$ cat config.mk
export PLATFORM = sky130hd
export DESIGN_NAME = permutation_step_sequencer_core
export DESIGN_NICKNAME = d
export VERILOG_FILES = /design/src/rtl/pss_pkg.sv /design/src/rtl/pss_div.sv /design/src/rtl/permutation_step_sequencer_core.sv
export SDC_FILE = /design/constraint.sdc
export NUM_CORES = 1
export LEC_CHECK = 0
export BUFFER_PORTS_ARGS = -buffer_cell sky130_fd_sc_hd__buf_2
export CAP_MARGIN = 5
export CORE_MARGIN = 5
export CORE_UTILIZATION = 37
export DETAILED_ROUTE_END_ITERATION = 7
export RECOVER_POWER = 50
export SYNTH_ARGS = -nofsm -noshare
export SYNTH_HDL_FRONTEND = slang
export SYNTH_SLANG_ARGS = --single-unit
$ cat constraint.sdc
create_clock -name i_clk -period 4.2 [get_ports i_clk]
set_input_delay 0.84 -clock i_clk [delete_from_list [all_inputs] [get_ports i_clk]]
set_output_delay 0.84 -clock i_clk [all_outputs]
set_load 0.01 [all_outputs]
$ cat src/rtl/pss_pkg.sv
// Shared types, constants and the permutation table for the permutation step sequencer.
// Used by pss_div and permutation_step_sequencer_core; depends on nothing else.
package pss_pkg;

    localparam int MOD_BITS   = 6;
    localparam int LEVEL_BITS = 16;
    localparam int CNT_BITS   = $clog2(LEVEL_BITS + 1);
    localparam int PERM_COUNT = 24;

    localparam logic [1:0] CFG_PATTERN_SIZE    = 2'd0;
    localparam logic [1:0] CFG_RESET_ON_OFFSET = 2'd1;
    localparam logic [1:0] CFG_BLANK_TICKS     = 2'd2;

    localparam logic [5:0]  RST_PATTERN_SIZE    = 6'd16;
    localparam logic        RST_RESET_ON_OFFSET = 1'b1;
    localparam logic [15:0] RST_BLANK_TICKS     = 16'd48;

    typedef struct packed {
        logic       clock_edge;
        logic       reset_edge;
        logic [4:0] offset;
        logic [4:0] pattern_select;
        logic       transpose_y;
    } t_in_item;

    typedef struct packed {
        logic        updated;
        logic [4:0]  position;
        logic [15:0] level;
    } t_out_item;

    typedef enum logic [2:0] {
        ST_IDLE,
        ST_BASE,
        ST_WAIT_BASE,
        ST_WAIT_Y,
        ST_WAIT_LEVEL,
        ST_FINISH
    } t_state;

    // Each row holds the four step values minus one, step 0 in the low two bits.
    localparam logic [7:0] PERM_ROWS [PERM_COUNT] = '{
        {2'd3, 2'd2, 2'd1, 2'd0}, {2'd2, 2'd3, 2'd1, 2'd0},
        {2'd3, 2'd1, 2'd2, 2'd0}, {2'd1, 2'd3, 2'd2, 2'd0},
        {2'd2, 2'd1, 2'd3, 2'd0}, {2'd1, 2'd2, 2'd3, 2'd0},
        {2'd3, 2'd2, 2'd0, 2'd1}, {2'd2, 2'd3, 2'd0, 2'd1},
        {2'd3, 2'd0, 2'd2, 2'd1}, {2'd0, 2'd3, 2'd2, 2'd1},
        {2'd2, 2'd0, 2'd3, 2'd1}, {2'd0, 2'd2, 2'd3, 2'd1},
        {2'd3, 2'd0, 2'd1, 2'd2}, {2'd0, 2'd3, 2'd1, 2'd2},
        {2'd3, 2'd1, 2'd0, 2'd2}, {2'd1, 2'd3, 2'd0, 2'd2},
        {2'd0, 2'd1, 2'd3, 2'd2}, {2'd1, 2'd0, 2'd3, 2'd2},
        {2'd0, 2'd2, 2'd1, 2'd3}, {2'd2, 2'd0, 2'd1, 2'd3},
        {2'd0, 2'd1, 2'd2, 2'd3}, {2'd1, 2'd0, 2'd2, 2'd3},
        {2'd2, 2'd1, 2'd0, 2'd3}, {2'd1, 2'd2, 2'd0, 2'd3}
    };

    function automatic logic [1:0] perm_entry(input logic [4:0] sel, input logic [1:0] step);
        logic [4:0] row_idx;
        logic [7:0] row;
        row_idx = (sel > 5'(PERM_COUNT - 1)) ? 5'(PERM_COUNT - 1) : sel;
        row     = PERM_ROWS[row_idx];
        return row[2*step +: 2];
    endfunction

endpackage

$ cat src/rtl/pss_div.sv
// Shared restoring divider, one quotient bit per cycle, used for both modulo steps and the level.
// Depends on pss_pkg for the numerator and iteration count widths.
module pss_div #(
    parameter int SW = 6
) (
    input  logic                            i_clk,
    input  logic                            i_rst_n,
    input  logic                            i_start,
    input  logic [SW-1:0]                   i_divisor,
    input  logic [SW-1:0]                   i_rem_init,
    input  logic [pss_pkg::LEVEL_BITS-1:0]  i_num,
    input  logic [pss_pkg::CNT_BITS-1:0]    i_iters,
    output logic                            o_done,
    output logic [SW-1:0]                   o_rem,
    output logic [pss_pkg::LEVEL_BITS-1:0]  o_quo
);
    import pss_pkg::*;

    logic                  r_busy;
    logic                  r_done;
    logic [CNT_BITS-1:0]   r_cnt;
    logic [SW-1:0]         r_rem;
    logic [SW-1:0]         r_div;
    logic [LEVEL_BITS-1:0] r_num;
    logic [LEVEL_BITS-1:0] r_quo;

    logic [SW:0]   w_trial;
    logic [SW:0]   w_diff;
    logic          w_ge;
    logic [SW-1:0] n_rem;

    always_comb begin
        w_trial = {r_rem, r_num[LEVEL_BITS-1]};
        w_diff  = w_trial - {1'b0, r_div};
        w_ge    = w_trial >= {1'b0, r_div};
        n_rem   = w_ge ? w_diff[SW-1:0] : w_trial[SW-1:0];
    end

    always_ff @(posedge i_clk) begin
        if (!i_rst_n) begin
            r_busy <= 1'b0;
            r_done <= 1'b0;
        end else begin
            r_done <= r_busy && (r_cnt == CNT_BITS'(1));
            if (i_start) begin
                r_busy <= 1'b1;
            end else if (r_busy && (r_cnt == CNT_BITS'(1))) begin
                r_busy <= 1'b0;
            end
        end
    end

    always_ff @(posedge i_clk) begin
        if (i_start) begin
            r_rem <= i_rem_init;
            r_div <= i_divisor;
            r_num <= i_num;
            r_cnt <= i_iters;
            r_quo <= '0;
        end else if (r_busy) begin
            r_rem <= n_rem;
            r_num <= {r_num[LEVEL_BITS-2:0], 1'b0};
            r_quo <= {r_quo[LEVEL_BITS-2:0], w_ge};
            r_cnt <= r_cnt - CNT_BITS'(1);
        end
    end

    assign o_done = r_done;
    assign o_rem  = r_rem;
    assign o_quo  = r_quo;

endmodule

$ cat src/rtl/permutation_step_sequencer_core.sv
// Top level of the permutation step sequencer: handshakes, configuration, step and blanking
// control, and the sequencer that drives the shared divider. Depends on pss_pkg and pss_div.

// One input transfer gives one result transfer. A tick that computes no new value goes from
// ST_IDLE, which accepts it, to ST_FINISH, which loads the result; a tick that computes one
// also runs the shared one-bit-per-cycle divider: a 6-bit modulo, a second 6-bit modulo in Y
// mode, and a 16-bit quotient for the level, each started in turn, then stores the new value
// and loads the result. Input is stalled for the whole of that time, and longer while an
// earlier result still waits in the output register. The result waits in an output register
// until taken.
module permutation_step_sequencer_core #(
    parameter int MAX_SIZE   = 32,
    parameter int BLANK_BITS = 16
) (
    input  logic               i_clk,
    input  logic               i_rst_n,
    input  logic               i_in_valid,
    output logic               o_in_stall,
    input  pss_pkg::t_in_item  i_in_data,
    output logic               o_out_valid,
    input  logic               i_out_stall,
    output pss_pkg::t_out_item o_out_data,
    input  logic               i_cfg_valid,
    output logic               o_cfg_ready,
    input  logic [1:0]         i_cfg_index,
    input  logic [15:0]        i_cfg_data
);
    import pss_pkg::*;

    localparam int SW = $clog2(MAX_SIZE + 1);

    logic [5:0]            r_pattern_size;
    logic                  r_reset_on_offset;
    logic [15:0]           r_blank_ticks;

    t_state                r_state, n_state;
    logic [1:0]            r_step, n_step;
    logic [BLANK_BITS-1:0] r_blank, n_blank;
    logic [4:0]            r_last_off, n_last_off;
    logic [4:0]            r_held_pos, n_held_pos;
    logic [15:0]           r_held_level, n_held_level;
    t_in_item              r_item, n_item;
    logic                  r_adv, n_adv;
    logic [SW-1:0]         r_idx, n_idx;
    logic                  r_out_valid, n_out_valid;
    t_out_item             r_out_data, n_out_data;

    logic [SW-1:0]         w_size;
    logic                  w_reset_hit;
    logic [BLANK_BITS-1:0] w_blank_load;
    logic                  w_gate;
    logic [1:0]            w_step0;
    logic                  w_clk_hit;
    logic [MOD_BITS-1:0]   w_base;
    logic [MOD_BITS-1:0]   w_idx6;
    logic [MOD_BITS-1:0]   w_ymap;

    logic                  div_start;
    logic [SW-1:0]         div_rem_init;
    logic [LEVEL_BITS-1:0] div_num;
    logic [CNT_BITS-1:0]   div_iters;
    logic                  div_done;
    logic [SW-1:0]         div_rem;
    logic [LEVEL_BITS-1:0] div_quo;

    pss_div #(
        .SW(SW)
    ) u_div (
        .i_clk      (i_clk),
        .i_rst_n    (i_rst_n),
        .i_start    (div_start),
        .i_divisor  (w_size),
        .i_rem_init (div_rem_init),
        .i_num      (div_num),
        .i_iters    (div_iters),
        .o_done     (div_done),
        .o_rem      (div_rem),
        .o_quo      (div_quo)
    );

    assign o_cfg_ready = 1'b1;

    always_ff @(posedge i_clk) begin
        if (!i_rst_n) begin
            r_pattern_size    <= RST_PATTERN_SIZE;
            r_reset_on_offset <= RST_RESET_ON_OFFSET;
            r_blank_ticks     <= RST_BLANK_TICKS;
        end else if (i_cfg_valid) begin
            case (i_cfg_index)
                CFG_PATTERN_SIZE:    r_pattern_size    <= i_cfg_data[5:0];
                CFG_RESET_ON_OFFSET: r_reset_on_offset <= i_cfg_data[0];
                CFG_BLANK_TICKS:     r_blank_ticks     <= i_cfg_data;
                default: begin
                end
            endcase
        end
    end

    always_comb begin
        if (r_pattern_size < 6'd2) begin
            w_size = SW'(2);
        end else if (32'(r_pattern_size) > MAX_SIZE) begin
            w_size = SW'(MAX_SIZE);
        end else begin
            w_size = SW'(r_pattern_size);
        end
    end

    always_comb begin
        w_reset_hit  = i_in_data.reset_edge
                       || (r_reset_on_offset && (i_in_data.offset != r_last_off));
        w_blank_load = w_reset_hit ? BLANK_BITS'(r_blank_ticks) : r_blank;
        w_gate       = w_blank_load != '0;
        w_step0      = w_reset_hit ? 2'd0 : r_step;
        w_clk_hit    = i_in_data.clock_edge && !w_gate;
        w_base       = MOD_BITS'(perm_entry(r_item.pattern_select, r_step))
                       + MOD_BITS'(r_item.offset);
        w_idx6       = MOD_BITS'(div_rem);
        w_ymap       = MOD_BITS'({w_idx6[1:0], 2'b00}) + MOD_BITS'(w_idx6[MOD_BITS-1:2]);
    end

    always_comb begin
        n_state      = r_state;
        n_step       = r_step;
        n_blank      = r_blank;
        n_last_off   = r_last_off;
        n_held_pos   = r_held_pos;
        n_held_level = r_held_level;
        n_item       = r_item;
        n_adv        = r_adv;
        n_idx        = r_idx;
        n_out_valid  = r_out_valid && i_out_stall;
        n_out_data   = r_out_data;
        div_start    = 1'b0;
        div_rem_init = '0;
        div_num      = '0;
        div_iters    = '0;
        o_in_stall   = r_state != ST_IDLE;

        case (r_state)
            ST_IDLE: begin
                if (i_in_valid) begin
                    n_item     = i_in_data;
                    n_last_off = i_in_data.offset;
                    n_blank    = w_gate ? w_blank_load - BLANK_BITS'(1) : w_blank_load;
                    n_step     = w_clk_hit ? w_step0 + 2'd1 : w_step0;
                    n_adv      = w_reset_hit || w_clk_hit;
                    n_state    = (w_reset_hit || w_clk_hit) ? ST_BASE : ST_FINISH;
                end
            end
            ST_BASE: begin
                div_start = 1'b1;
                div_num   = {w_base, {(LEVEL_BITS - MOD_BITS){1'b0}}};
                div_iters = CNT_BITS'(MOD_BITS);
                n_state   = ST_WAIT_BASE;
            end
            ST_WAIT_BASE: begin
                if (div_done) begin
                    div_start = 1'b1;
                    if (r_item.transpose_y) begin
                        div_num   = {w_ymap, {(LEVEL_BITS - MOD_BITS){1'b0}}};
                        div_iters = CNT_BITS'(MOD_BITS);
                        n_state   = ST_WAIT_Y;
                    end else begin
                        div_rem_init = div_rem;
                        div_iters    = CNT_BITS'(LEVEL_BITS);
                        n_idx        = div_rem;
                        n_state      = ST_WAIT_LEVEL;
                    end
                end
            end
            ST_WAIT_Y: begin
                if (div_done) begin
                    div_start    = 1'b1;
                    div_rem_init = div_rem;
                    div_iters    = CNT_BITS'(LEVEL_BITS);
                    n_idx        = div_rem;
                    n_state      = ST_WAIT_LEVEL;
                end
            end
            ST_WAIT_LEVEL: begin
                if (div_done) begin
                    n_held_pos   = 5'(r_idx);
                    n_held_level = div_quo;
                    n_state      = ST_FINISH;
                end
            end
            ST_FINISH: begin
                if (!r_out_valid || !i_out_stall) begin
                    n_out_valid         = 1'b1;
                    n_out_data.updated  = r_adv;
                    n_out_data.position = r_held_pos;
                    n_out_data.level    = r_held_level;
                    n_state             = ST_IDLE;
                end
            end
            default: begin
                n_state = ST_IDLE;
            end
        endcase
    end

    always_ff @(posedge i_clk) begin
        if (!i_rst_n) begin
            r_state      <= ST_IDLE;
            r_step       <= '0;
            r_blank      <= '0;
            r_last_off   <= '0;
            r_held_pos   <= '0;
            r_held_level <= '0;
            r_out_valid  <= 1'b0;
        end else begin
            r_state      <= n_state;
            r_step       <= n_step;
            r_blank      <= n_blank;
            r_last_off   <= n_last_off;
            r_held_pos   <= n_held_pos;
            r_held_level <= n_held_level;
            r_out_valid  <= n_out_valid;
        end
    end

    always_ff @(posedge i_clk) begin
        r_item     <= n_item;
        r_adv      <= n_adv;
        r_idx      <= n_idx;
        r_out_data <= n_out_data;
    end

    assign o_out_valid = r_out_valid;
    assign o_out_data  = r_out_data;

endmodule
==> flow_summary_export.csv <==
group,metric,value,unit
synthesis,yosys_warnings,0,
clock_tree,clkSinkCount,151,
global_route,overflow,0,
clock_tree,clkTransAtPathRegs,70,ps
global_route,grt_usage,15.1,%
die,ios,61,
synthesis,synth_top_area_share,25.5,%
cells_and_area,diodes,0,
synthesis,synth-compound-area-share,16.1,%
worst_setup_path,r2r_start,"r_item[4]",
synthesis,synth-simple-area-share,18.3,%
worst_setup_path,worstPathRequired,4370,ps
synthesis,syn_inst,772,
worst_setup_path,cp-end-kind,"register",
synthesis,syn_area,7290,um^2
clock_tree,insertion_delay,430,ps
cells_and_area,area_delta_synth_final,15.8,%
synthesis,synth-xor-area-share,2.16,%
cells_and_area,final_common_cell,"nand2_1",
detailed_routing,drc_errors,0,
sta,worstMarginPinSlew,1250,ps
detailed_routing,drt_pass1_iterations,5,
global_route,antenna_found_initial,0,
pwr,power_frac_clock,39.2,%
pwr,p_switching,1210,uW
detailed_routing,finalWirelength,16.7,mm
die,die_y,150,um
detailed_routing,vias_per_cell,5.23,
synthesis,ys_seq_area_share,50.0,%
worst_hold_path,worstHoldStart,"r_held_level[11]",
detailed_routing,ant_nets,0,
global_route,gr-usage-met2,24.6,%
global_route,met1_usage,20.0,%
sta,period_minus_slack,3720,ps
pwr,powerDensity,470,nW/um^2
die,core,19500,um^2
clock_tree,htree_levels,4,
placement,dp_cells,1070,
placement,dp_hpwl,11.6,mm
cells_and_area,nFillCells,1911,
pwr,p_seq_share,44.2,%
clock_tree,cts_buffers,17,
cells_and_area,num-nets-final,885,
worst_setup_path,cp_max_fo,16,
synthesis,synth_edf_count,62,
die,core.rowCount,51,
synthesis,synth_top_cell_by_area,"edfxtp_1",
global_route,grt_max_degree,35,
placement,finalWeightedCongestion,0.892,
worst_setup_path,arrival,3890,ps
sta,rsz0062_at_grt,"false",
cells_and_area,layout.cells.non_filler,1102,
pwr,leakage,0.00312,uW
sta,hold_viol,0,
sta,fin_skew,8.23,ps
worst_setup_path,critPathKind,"reg -> reg",
pwr,p_comb_share,16.6,%
detailed_routing,wire_per_inst,15.2,um
outcome,status,"finished clean",
cells_and_area,drive_above_1_share,9.92,%
detailed_routing,dr.first_iter.drc_count,388,
cells_and_area,multi_input_area,3380,um^2
global_route,grt_busiest_layer,"met2",
synthesis,synth_fa_ha_area_share,4.60,%
synthesis,ys_ff_latch,151,
run,maxCapViolCount,0,
clock_tree,cts_resized,0,
clock_tree,cts_setup_buffers,0,
worst_hold_path,min_path_type,"reg -> reg",
sta,finalSetupViolCount,0,
synthesis,synth_ff_type,"dfxtp_1",
cells_and_area,layout_common_cells,"nand2_1, dfxtp_1, a21oi_1",
synthesis,syn_avg_cell_area,9.44,um^2
sta,finalSetupTns,0,ps
cells_and_area,seq_area,3640,um^2
worst_setup_path,critPathLaunch,"r_item[4]",
placement,io_buffers,59,
synthesis,synth_nets,833,
worst_setup_path,startpoint_type,"register",
synthesis,synth_area_leaders,"edfxtp_1, dfxtp_1, nand2_1",
synthesis,async_reset_ff_share,0,%
global_route,use_met3,2.65,%
die,fp.dieArea,22600,um^2
sta,drv_slew,0,
synthesis,synthMuxAreaShare,5.05,%
synthesis,yosysUniqueCellTypes,73,
pwr,internal_power,2760,uW
clock_tree,cts_root_buffer,"clkbuf_16",
pwr,irDropWorstVdd,0.000301,V
clock_tree,holdBufCountCts,0,
sta,maxSlewHeadroom,16.8,%
detailed_routing,vias,5767,
global_route,grt_pass1_vias,5305,
clock_tree,clock_path_buffers,2,
sta,fin_crit_sh,88.6,%
synthesis,synth_top_family_by_area,"simple AND/OR/NAND/NOR gates",
global_route,grt_pass1_wl,27.3,mm
pwr,switching_share,30.5,%
die,die_w,150,um
die,initial_core_util,37.5,%
clock_tree,cts_tree,"yes",
sta,max_freq,269,MHz
-- final timing paths --
kind / endpoint / slack [ps] / cells past startpoint
worst max-delay path: u_div.r_num[12] / 480 / 13
worst min-delay path: o_out_data[11] / 430 / 0
worst max register to register: u_div.r_num[12] / 480 / 13
worst min register to register: o_out_data[11] / 430 / 0
-- layer usage --
metal / vias up / share of wire, %
li1: 2898 / -
met4: 0 / 2.3
met2: 138 / 47
met3: 31 / 4.4
met5: - / 0
met1: 2700 / 46
-- kinds of logic (layout without fill, tap and decap cells) --
kind of cell,count (synthesis),after routing
XOR/XNOR,18,18
buffers and inverters,70,135
AO/OA/AOI/OAI,192,192
AND/OR/NAND/NOR,281,281
other,1,1
adder cells (fa/ha/maj),25,25
flip-flops,151,151
multiplexers,34,34
-- registers in the layout, indices dropped and copies added, names as in the netlist, 2 cells and up --
| name | cells |
|---|---|
| r_step | 2 |
| o_out_data | 22 |
| r_blank | 16 |
| u_div.r_num | 6 |
| r_item | 11 |
| u_div.o_rem | 6 |
| r_held_level | 16 |
| u_div.r_div | 6 |
| r_idx | 5 |
| r_pattern_size | 6 |
| r_held_pos | 5 |
| u_div.r_cnt | 5 |
| r_state | 3 |
| r_last_off | 5 |
| r_blank_ticks | 16 |
| u_div.o_quo | 16 |
-- synth_stat cells (5+ instances only) --
cell	count
o21a_1	7
clkbuf_1	34
a21oi_1	84
nand2_1	116
nor2b_1	9
o211ai_1	9
nand3_1	19
nand2b_1	5
nor2_1	56
a31oi_1	6
ha_1	22
nor3b_1	6
o21ai_0	36
inv_1	28
edfxtp_1	62
a21o_1	5
nor4_1	10
mux2i_1	30
nor3_1	26
a22oi_1	5
dfxtp_1	89
xor2_1	12
xnor2_1	6
-- layout make-up --
| type | count | share of cell area (%) |
|---|---|---|
| Timing Repair Buffer | 73 | 4.15 |
| Clock inverter | 14 | 2.02 |
| Multi-Input combinational cell | 551 | 40.1 |
| Clock buffer | 18 | 5.34 |
| Inverter | 30 | 1.33 |
| Sequential cell | 151 | 43.2 |
| Tap cell | 265 | 3.93 |
-- power groups by stage --
stage | sequential, uW | clock [uW] | combinational (uW)
final | 1750 | 1550 | 661
after global routing | 1770 | 1650 | 741
after CTS | 1750 | 1590 | 666
after detailed placement | 1780 | 0 | 661
after global placement | 1790 | 0 | 654
after floorplan | 1740 | 0 | 506
-- per-stage QoR --
| stage | hold WS (ps) | total power [uW] | worst slack, ps | area (um^2) | util (%) |
|---|---|---|---|---|---|
| floorplan | 400 | 2240 | 713 | 7290 | - |
| global placement | 413 | 2440 | 482 | 7870 | 40.4 |
| detailed placement | 416 | 2440 | 507 | 7870 | 40.4 |
| CTS | 432 | 4010 | 504 | 8490 | 43.6 |
| global route | 439 | 4160 | 150 | 8440 | 43.4 |
| finish | 430 | 3970 | 481 | 8440 | 43.4 |
-- worst max-delay path, stage by stage, from the launching register on --
cell,delay (ps)
edfxtp_1,610
a21oi_1,530
inv_1,230
ha_1,230
nor2b_1,120
a211oi_1,230
a21oi_1,60
mux4_2,460
ha_1,210
inv_1,70
fa_1,190
xor2_1,180
nor3_1,60
a221o_1,270
(Power assumes the default switching activity.)
